[config.mk]
export PLATFORM = sky130hd
export DESIGN_NAME = tfn_div_lane
export DESIGN_NICKNAME = d
export VERILOG_FILES = /design/src/rtl/core/tfn_pkg.sv /design/src/rtl/core/tfn_div_lane.sv
export SDC_FILE = /design/constraint.sdc
export NUM_CORES = 2
export LEC_CHECK = 0
export BUFFER_PORTS_ARGS = -buffer_cell sky130_fd_sc_hd__clkbuf_2
export CORE_MARGIN = 8
export CORE_UTILIZATION = 40
export DETAILED_ROUTE_END_ITERATION = 12
export GPL_TIMING_DRIVEN = 0
export PLACE_DENSITY = 0.54
export SYNTH_ARGS = -nofsm -noshare
export SYNTH_HDL_FRONTEND = slang
export SYNTH_SLANG_ARGS = --single-unit
[constraint.sdc]
create_clock -name clk -period 5.9 [get_ports clk]
set_input_delay 1.18 -clock clk [delete_from_list [all_inputs] [get_ports clk]]
set_output_delay 1.18 -clock clk [all_outputs]
set_load 0.01 [all_outputs]
[src/rtl/core/tfn_pkg.sv]
// Shared constants for the triangle face normal pipeline.
package tfn_pkg;

  localparam int COORD_WIDTH_DEF      = 24;
  localparam int NORMAL_FRAC_BITS_DEF = 14;
  localparam int MANT_BITS            = 30;
  localparam int SQ_WIDTH             = 2 * MANT_BITS + 2;
  localparam int ROOT_WIDTH           = MANT_BITS + 1;
  localparam int OUT_WIDTH            = 16;

endpackage

[src/rtl/core/tfn_div_lane.sv]
// Pipelined restoring divider that scales one component by the vector length.
module tfn_div_lane #(
  parameter int NORMAL_FRAC_BITS = tfn_pkg::NORMAL_FRAC_BITS_DEF
) (
  input  logic                            clk,
  input  logic                            en,
  input  logic [tfn_pkg::MANT_BITS-1:0]   in_mant,
  input  logic [tfn_pkg::ROOT_WIDTH-1:0]  in_len,
  output logic [NORMAL_FRAC_BITS:0]       out_quot
);

  localparam int MB = tfn_pkg::MANT_BITS;
  localparam int RW = tfn_pkg::ROOT_WIDTH;
  localparam int NF = NORMAL_FRAC_BITS;
  localparam int DL = NF + 1;
  localparam int NW = MB + NF + 1;

  logic [NW-1:0] num;

  logic [RW-1:0] rem_r [1:DL];
  logic [DL-1:0] q_r   [1:DL];
  logic [DL-1:0] low_r [1:DL];
  logic [RW-1:0] len_r [1:DL];

  assign num = NW'({in_mant, {NF{1'b0}}}) + NW'(in_len >> 1);

  for (genvar k = 0; k < DL; k++) begin : g_step
    logic [RW-1:0] rem_in;
    logic [DL-1:0] q_in;
    logic [DL-1:0] low_in;
    logic [RW-1:0] len_in;
    logic [RW:0]   t;
    logic          ge;
    logic [RW-1:0] rem_nxt;
    logic [DL-1:0] q_nxt;

    if (k == 0) begin : g_first
      assign rem_in = RW'(num[NW-1:NF+1]);
      assign q_in   = '0;
      assign low_in = num[NF:0];
      assign len_in = in_len;
    end else begin : g_rest
      assign rem_in = rem_r[k];
      assign q_in   = q_r[k];
      assign low_in = low_r[k];
      assign len_in = len_r[k];
    end

    always_comb begin
      t       = {rem_in, low_in[DL-1]};
      ge      = (t >= {1'b0, len_in});
      rem_nxt = ge ? RW'(t - {1'b0, len_in}) : RW'(t);
      q_nxt   = DL'({q_in, ge});
    end

    always_ff @(posedge clk) begin
      if (en) begin
        rem_r[k+1] <= rem_nxt;
        q_r[k+1]   <= q_nxt;
        low_r[k+1] <= DL'({low_in, 1'b0});
        len_r[k+1] <= len_in;
      end
    end
  end

  assign out_quot = q_r[DL];

endmodule

==> metrics.csv <==
metric,value,unit
status,completed,
Top delay family on crit path,compound AO/OA/AOI/OAI gates,
fin. max-slew vios,0,
R2R depth,13,
GPL Wtd Cong,0.9476,
Final Hold Vio Count,0,
critical path class,input pin to flop,
I/O Pins,78,
fin nets,6300,
largest stage delay on the critical path,0.45,ns
synth top area cells,"edfxtp_1 (50%), ha_1 (10%), o21ai_0 (4.0%)",
dpl ws,-1.407,ns
antenna violations before repair,0,
Routed WL per cell,18.92,µm
CP dominant cell by count,ha_1,
sequential area share after synthesis,50.29,%
CP Cell Sequence,"clkbuf_2, ha_1, a21o_1, a21oi_1, o21bai_1, o311a_1, o31ai_2, a21boi_0, o21a_1, nor2_1, xnor2_1, ha_1, nand3_1, a2111oi_2, o31ai_1, nand2_2, a21oi_2, a211oi_4, o31a_1, o21ai_4, clkinv_4, mux2_2",
DRT iter0 DRCs,2579,
"Design Area, Final",66010,µm²
"Top FF cell, synth",edfxtp_1,
M1 GR Usage,21.19,%
post-synth top area cell,edfxtp_1,
row cnt,141,
# Max-Cap Violations,0,
total power,35.75,mW
pwr/cell area,541.5,nW/µm²
Initial Util,40.09,%
PortBufs,77,
Syn Nets,6097,
area fraction of the dominant cell type after synthesis,50.29,%
met2 GRT Util,32.94,%
mux cell area share after synthesis,2.297,%
global route hottest layer,met2,
post-route antenna net violation count,0,
crit path max-delay cell type,ha_1,
CP Depth,22,
final worst slack,0.2257,ns
first-pass GRT wire length,228300,µm
syn avg cell area,10.65,µm²
Longest Clk Path Bufs,3,
clk root buf,clkbuf_16,
crit path buf inv count,2,
Critical Path RT,6.37,ns
Overall Global Routing Usage,18.06,%
complex-gate fraction of the synthesized area,16.45,%
Setup Skew,0.04467,ns
core area,147100,µm²
die outline width,400.0,µm
YS warnings,0,
CP Launch Type,input pin,
post-synthesis register bit count,988,
H-Tree Depth,3,
Syn Inst Count,5538,
WP data arrival,6.15,ns
library cells used by synthesis,81,
# clock sinks,988,
Post-Route WL,147000,µm
share of cells above drive strength 1,7.553,%
top achievable clock speed,176.2,MHz
Ant. Diodes,0,
Vias/cell,5.299,
worst skew pair latency,0.76,ns
DIE HEIGHT,400.0,µm
DRT Pass-1 Iters,6,
async set or reset register ratio after synthesis,0,%
total congestion overflow,0,
largest family of logic cells by synthesized area,compound AO/OA/AOI/OAI gates,
worst min-delay path class,flop to flop,
Post-DP HPWL,114700,µm
Simple-Gate Fraction of Synth Area,9.952,%
setup violators final,0,
DRC Markers,0,
P&R area growth vs syn,11.90,%
leakage dissipation,26.85,nW
Slew HR,23.29,%
clock buffer count from CTS,114,
largest net degree at the start of global routing,120,
layout filler cell count,13817,
actual slew at the worst max-slew pin,1.151,ns
"EDFF count, synth",988,
via total after detailed routing,41168,
DP Area,62030,µm²
vias in the first global route,41324,
fin crit share,96.18,%
cell area after synthesis,58990,µm²
Post-Synth XOR/XNOR Area,5.805,%
M3 GR Usage,2.212,%
Synth Area in Adders,10.71,%
die area,160000,µm²
CTS tree,built,
Setup crit end kind,flop,
VDD IR max,0.0003061,V
clk slew on worst S/H paths,0.06,ns
Tmin final,5.674,ns
hold path cells,0,
worst-path fanout max,10,
==> through the flow <==
stage / setup TNS (ns) / std cells / util (%) / hold WS (ns)
detailed placement: -40.16 / 7553 / 42.16 / 0.4045
global route: -0.005957 / 7769 / 44.86 / 0.4200
global placement: - / 7545 / 42.00 / 0.4008
CTS: 0 / 7767 / 44.83 / 0.4164
finish: 0 / 7769 / 44.86 / 0.4132
floorplan: 0 / 5538 / - / 0.4003
==> state kept, by name, summed over array words and instances, names as in the netlist <==
name,flops
q_r,120
len_r,434
rem_r,434
==> power by group <==
part / internal, mW / total, mW / leakage, nW / switching, mW
logic: 6.94 / 16.7 / 15.3 / 9.81
registers: 10.6 / 11.8 / 9.67 / 1.19
clock network: 4.24 / 7.23 / 1.87 / 2.99
total: 21.8 / 35.7 / 26.8 / 14.0
==> timing repair <==
action | in CTS | in global routing
buffers inserted | 0 | 2
hold buffers | 0 | 0
pin swaps | 1 | 2
resized for setup | 14 | 8
endpoints found under the setup margin | 31 | 31
==> logic make-up after synthesis <==
kind of cell | after synthesis
mux | 121
xor+xnor | 391
buf+inv | 703
fa+ha+maj | 496
flops | 988
simple gates | 1261
compound gates | 1578
==> area by class of cell <==
| cell class | count | area, µm² | area share, % |
|---|---|---|---|
| plain buffers | 124 | 489.2 | 0.7411 |
| clock buffers | 131 | 2917 | 4.418 |
| clock inverters | 83 | 969.7 | 1.469 |
| inverters | 579 | 2178 | 3.300 |
| multi-input cells | 3847 | 26740 | 40.51 |
| flip-flops and latches | 988 | 29670 | 44.95 |
| well taps | 1930 | 2415 | 3.658 |
| repair buffers | 87 | 629.4 | 0.9534 |
==> per-layer routing <==
layer  up-vias  wire (µm)
met5         -          0
met4         0       6706
met3       270       5323
met2       850      73480
met1     19449      61470
li1      20599          -
==> cell usage after synthesis (all sizes together), types with 10 or more instances <==
| library cell | number |
|---|---|
| edfxtp | 988 |
| inv | 578 |
| ha | 481 |
| nand2 | 480 |
| o21ai | 477 |
| a21oi | 464 |
| nor2 | 293 |
| xnor2 | 247 |
| a21o | 196 |
| xor2 | 144 |
| mux2 | 115 |
| clkbuf | 110 |
| o21a | 77 |
| nand3 | 76 |
| nand4 | 71 |
| nand2b | 67 |
| nor2b | 66 |
| nor3 | 64 |
| o21bai | 52 |
| a211oi | 45 |
| o31ai | 40 |
| a31oi | 36 |
| and3 | 33 |
| o211ai | 27 |
| and2 | 25 |
| a21boi | 20 |
| o31a | 17 |
| or2 | 17 |
| or3 | 17 |
| fa | 15 |
| buf | 14 |
| a211o | 13 |
| nor4 | 13 |
| a2111oi | 12 |
| o41ai | 11 |
| a41oi | 10 |
| o2111ai | 10 |
==> cell usage in the layout (no fill, tap or decap), drive strengths merged, types with 12 or more instances in the layout <==
cell type / instances
o21a: 77
ha: 481
a211o: 13
xnor2: 247
o21ai: 477
or3: 17
o31a: 17
a31oi: 36
clkinv: 54
nor2: 293
inv: 584
a21oi: 464
nor4: 13
a2111oi: 12
a21boi: 20
o211ai: 27
a21o: 196
and3: 33
nand4: 71
xor2: 144
nand3: 76
o21bai: 52
nor2b: 66
edfxtp: 988
nor3: 64
clkbuf: 318
nand2b: 67
a211oi: 45
buf: 24
o31ai: 40
bufinv: 15
nand2: 480
and2: 25
mux2: 115
or2: 17
fa: 15
==> path summary, 6_finish.rpt <==
check	from	endpoint	slack [ns]
setup / recovery	in_len[16]	rem_r[0][54]	0.23
hold / removal	q_r[1][47]	q_r[2][3]	0.41
setup reg to reg	len_r[0][135]	rem_r[1][48]	0.48
hold reg to reg	q_r[1][47]	q_r[2][3]	0.41
No activity file was read; power rests on OpenSTA's default activity.
