==> src/rtl/core/tfn_pkg.sv <==
// Shared constants for the triangle face normal pipeline.
package tfn_pkg;

  localparam int COORD_WIDTH_DEF      = 24;
  localparam int NORMAL_FRAC_BITS_DEF = 14;
  localparam int MANT_BITS            = 30;
  localparam int SQ_WIDTH             = 2 * MANT_BITS + 2;
  localparam int ROOT_WIDTH           = MANT_BITS + 1;
  localparam int OUT_WIDTH            = 16;

endpackage

==> src/rtl/core/tfn_sqrt_pipe.sv <==
// Pipelined integer square root, one result bit per register stage.
module tfn_sqrt_pipe #(
  parameter int SB_WIDTH = 1
) (
  input  logic                            clk,
  input  logic                            rst_n,
  input  logic                            en,
  input  logic                            in_vld,
  input  logic [tfn_pkg::SQ_WIDTH-1:0]    in_sq,
  input  logic [SB_WIDTH-1:0]             in_sb,
  output logic                            out_vld,
  output logic [tfn_pkg::ROOT_WIDTH-1:0]  out_root,
  output logic [SB_WIDTH-1:0]             out_sb
);

  localparam int SW    = tfn_pkg::SQ_WIDTH;
  localparam int RW    = tfn_pkg::ROOT_WIDTH;
  localparam int RMW   = RW + 3;
  localparam int STEPS = RW;

  logic           vld_r [1:STEPS];
  logic [RMW-1:0] rem_r [1:STEPS];
  logic [RW-1:0]  q_r   [1:STEPS];
  logic [SW-1:0]  sq_r  [1:STEPS];
  logic [SB_WIDTH-1:0] sb_r [1:STEPS];

  for (genvar k = 0; k < STEPS; k++) begin : g_step
    logic           vld_in;
    logic [RMW-1:0] rem_in;
    logic [RW-1:0]  q_in;
    logic [SW-1:0]  sq_in;
    logic [SB_WIDTH-1:0] sb_in;
    logic [RMW-1:0] t;
    logic [RMW-1:0] trial;
    logic           ge;
    logic [RMW-1:0] rem_nxt;
    logic [RW-1:0]  q_nxt;

    if (k == 0) begin : g_first
      assign vld_in = in_vld;
      assign rem_in = '0;
      assign q_in   = '0;
      assign sq_in  = in_sq;
      assign sb_in  = in_sb;
    end else begin : g_rest
      assign vld_in = vld_r[k];
      assign rem_in = rem_r[k];
      assign q_in   = q_r[k];
      assign sq_in  = sq_r[k];
      assign sb_in  = sb_r[k];
    end

    always_comb begin
      t       = RMW'({rem_in, sq_in[SW-1-2*k -: 2]});
      trial   = RMW'({q_in, 2'b01});
      ge      = (t >= trial);
      rem_nxt = ge ? (t - trial) : t;
      q_nxt   = RW'({q_in, ge});
    end

    always_ff @(posedge clk) begin
      if (!rst_n) begin
        vld_r[k+1] <= 1'b0;
      end else if (en) begin
        vld_r[k+1] <= vld_in;
      end
    end

    always_ff @(posedge clk) begin
      if (en) begin
        rem_r[k+1] <= rem_nxt;
        q_r[k+1]   <= q_nxt;
        sq_r[k+1]  <= sq_in;
        sb_r[k+1]  <= sb_in;
      end
    end
  end

  assign out_vld  = vld_r[STEPS];
  assign out_root = q_r[STEPS];
  assign out_sb   = sb_r[STEPS];

endmodule

==> config.mk <==
export PLATFORM = sky130hd
export DESIGN_NAME = tfn_sqrt_pipe
export DESIGN_NICKNAME = d
export VERILOG_FILES = /design/src/rtl/core/tfn_pkg.sv /design/src/rtl/core/tfn_sqrt_pipe.sv
export SDC_FILE = /design/constraint.sdc
export NUM_CORES = 2
export LEC_CHECK = 0
export ABC_CLOCK_PERIOD_IN_PS = 4800
export BUFFER_PORTS_ARGS = -buffer_cell sky130_fd_sc_hd__buf_2
export CAP_MARGIN = 20
export CORE_MARGIN = 3
export CORE_UTILIZATION = 50
export DETAILED_ROUTE_END_ITERATION = 7
export HOLD_SLACK_MARGIN = 0.05
export PLACE_DENSITY = 0.75
export SETUP_SLACK_MARGIN = 0.02
export SYNTH_ARGS = -nofsm -noshare
export SYNTH_HDL_FRONTEND = slang
export SYNTH_SLANG_ARGS = --single-unit
==> constraint.sdc <==
create_clock -name clk -period 4.8 [get_ports clk]
set_clock_uncertainty 0.05 [all_clocks]
set_input_delay 0.48 -clock clk [delete_from_list [all_inputs] [get_ports clk]]
set_output_delay 0.48 -clock clk [all_outputs]
set_load 0.005 [all_outputs]
==> flow_summary.ini <==
[run_status]
status = finished, final reports clean

[critical_path]
cp-start-kind = flip-flop
path_cells = ha_1 -> nor2b_1 -> o31a_1 -> o21ai_0 -> a311oi_1 -> a31oi_1 -> a21oi_1 -> nor2_4 -> buf_12 -> and3b_1 -> xor2_1
r2r_cells = 11
crit_path_max_incr_delay_ns = 0.62
crit_slowest_cell = a31oi_1
crit_fanout = 34
crit_start = rem_r[3][102]
end_kind = flip-flop
arrival_ns = 4.68
crit_type = flip-flop to flip-flop
critPathRequiredTime_ns = 5.35
cp_num_cells = 11
path_delay_family = compound AO/OA/AOI/OAI gates
reg2reg_from = rem_r[3][102]
worst-path-buf-inv = 1

[pwr]
powerDensity_nw_per_um2 = 476
swShare_pct = 28.3
p_comb_share_pct = 20.5
p_sw_mw = 16.8
power.internal_mw = 42.4
clockPowerShare_pct = 31.8
seqPwrFrac_pct = 47.7
vdd_drop_max_mv = 0.366
leakage_nw = 47.5

[clock_tree]
post-cts-setup-buffer-count = 0
insertion_delay_ns = 0.87
clk_pin_slew_ns = 0.06
cts_sinks = 2401
cts_tree = done
root_buffer = clkbuf_16
htreeDepth = 4
numCtsBuffers = 237
cts.path.max_buffers = 3

[final_layout]
drive_gt1_share_pct = 7.71
fin_nets = 9471
finish.instance_area_um2 = 124000
syn2layout_area_growth_pct = 11.9

[die]
core_um2 = 220000
initial_utilization_pct = 50.4
fp.dieArea_um2 = 228000
dieWidth_um = 477
ios = 100
num_rows = 172
die_h_um = 477

[timing]
setup_viol = 0
fmaxAchievable_mhz = 242
grt_setup_unrepaired = no
slew_headroom_pct = 31.8
period_share_pct = 86.0
final_max_slew_viol_count = 0
hold_viol = 0
post-route-min-period_ns = 4.13
tightest_slew_ns = 1.02
finalSetupTns_ns = 0

[yosys]
yosysUniqueCellTypes = 94
ys_warn_count = 0
synth-edff-count = 2401
synth.avg_cell_area_um2 = 13.0
synthCells = 8555
ys_ff_latch = 2401
ys_seq_area_share_pct = 64.9
async_flop_share_pct = 0
ys.flop_type = edfxtp_1
syn-num-nets = 9150
synth_area_um2 = 111000

[place]
routabilityCongestion = 0.912
placed_area_um2 = 116000
portBuffers = 99
dpl.hpwl_um = 161000

[min_path]
hp-class = input port to flip-flop
hp-start = en
hold_depth = 1

[drt]
routed_wl_um = 225000
wl_per_cell_um = 18.7
vias = 66600
firstDrtPassIters = 8
drt_iter0_markers = 5603
antenna_violating_nets_post_route = 0
post-route-drc-count = 0
vias_per_cell = 5.53

[global_routing]
grt-ovfl-total = 0
grt_max_degree = 177
antenna_found_initial = 5
grt_pass1_wl_um = 358000
grt_use_total_pct = 19.5
grt_pass1_vias = 66200

[flow_run]
cap_violations = 0
power by group through the flow:
stage          Clock, mW  Sequential (mW)  Combinational (mW)
4_1_cts             19.3             28.3                12.0
2_1_floorplan          0             27.9                8.90
3_3_place_gp           0             28.6                11.7
3_5_place_dp           0             28.7                11.9
5_1_grt             20.2             28.5                13.5
6_report            18.8             28.3                12.1
worst reg2reg max path: cells and delay by family, from the launching register on:
family,cells,cell delay [ns]
simple gates,3,0.87
buf+inv,1,0.25
xor+xnor,1,0.13
flops,1,0.40
fa+ha+maj,1,0.38
compound gates,5,1.78
kinds of logic (layout without fill, tap and decap cells):
| logic type | after synthesis | in the layout | synth area share (%) |
|---|---|---|---|
| mux | 92 | 92 | 0.921 |
| buf+inv | 824 | 1346 | 2.80 |
| xor+xnor | 770 | 770 | 6.07 |
| other cells | 1 | 2 | 0.00338 |
| compound gates | 1710 | 1710 | 9.53 |
| fa+ha+maj | 528 | 528 | 5.95 |
| simple gates | 2229 | 2229 | 9.83 |
| flops | 2401 | 2401 | 64.9 |
registers in the layout, indices dropped and copies added (netlist names):
register and count:
sq_r 930, q_r 496, sb_r 31, vld_r 31
rem_r 913
layer usage:
| metal | wire length [um] | share of wire [%] | vias to the layer above | track usage (%) |
|---|---|---|---|---|
| met3 | 10400 | 4.6 | 420 | 2.80 |
| met1 | 95200 | 42 | 32200 | 25.2 |
| met2 | 113000 | 50 | 1669 | 33.8 |
| met4 | 7110 | 3.2 | 2 | 6.35 |
| li1 | - | - | 32300 | - |
| met5 | 13 | 0.0058 | - | 0 |
worst paths after layout:
| path | endpoint | slack [ns] |
|---|---|---|
| worst max-delay path | rem_r[3][165] | 0.67 |
| worst min register to register | sq_r[0][885] | 0.34 |
| worst min-delay path | sq_r[0][248] | 0.10 |
| worst max register to register | rem_r[3][165] | 0.67 |
cells in the final DEF, fill, tap and decap left out, drive strengths merged, types with 26 or more instances in the layout:
master	n
or3	82
nand4	93
clkinv	116
nand2	516
edfxtp	2401
nor3	203
or4	26
dlygate4sd3	65
nand3	167
and3	80
o31ai	43
xnor2	411
nor2b	75
o21ai	391
inv	671
and2	31
o21a	103
xor2	359
mux2	82
a31oi	52
a21oi	605
buf	174
a211oi	38
nor4	104
bufinv	32
or2	38
o21bai	47
a21o	200
clkbuf	270
nand2b	105
o211ai	33
nor2	628
ha	528
cells in the mapped netlist, types with 82 or more instances:
library cell	number	share of area [%]
xnor2_1	411	3.2
nand2b_1	105	0.59
edfxtp_1	2401	65
nand2_1	516	1.7
nand3_1	165	0.74
inv_1	662	2.2
ha_1	528	5.9
nor2_1	628	2.1
a21o_1	200	1.4
a21oi_1	604	2.7
o21a_1	103	0.70
mux2_2	82	0.83
clkbuf_1	124	0.42
xor2_1	359	2.8
nand4_1	92	0.52
nor3_1	201	0.91
o21ai_0	388	1.7
nor4_1	97	0.55
through the flow:
step / std cells / util, % / hold WS [ns] / power (mW) / setup WS, ns
global placement: 11500 / 52.4 / 0.350 / 40.4 / 0.804
global route: 12000 / 56.4 / 0.0988 / 62.2 / 0.331
finish: 12000 / 56.4 / 0.102 / 59.2 / 0.674
CTS: 12000 / 56.4 / 0.0699 / 59.7 / 0.734
detailed placement: 11500 / 52.4 / 0.355 / 40.6 / 0.751
floorplan: 8555 / - / 0.350 / 36.8 / 1.46
layout make-up:
| class | instances | area (um^2) |
|---|---|---|
| fillers | 17700 | 96100 |
| flip-flops and latches | 2401 | 72100 |
| multi-input cells | 5330 | 35900 |
| clock buffers | 270 | 6080 |
| well taps | 2958 | 3700 |
| inverters | 667 | 2500 |
| repair buffers | 239 | 1990 |
| clock inverters | 170 | 1970 |
| diodes | 1 | 2.50 |
repair_timing:
action | CTS | global route
hold buffers | 65 | 0
resized for setup | 0 | 0
hold endpoints to repair | 65 | 0
(Power assumes the default switching activity.)
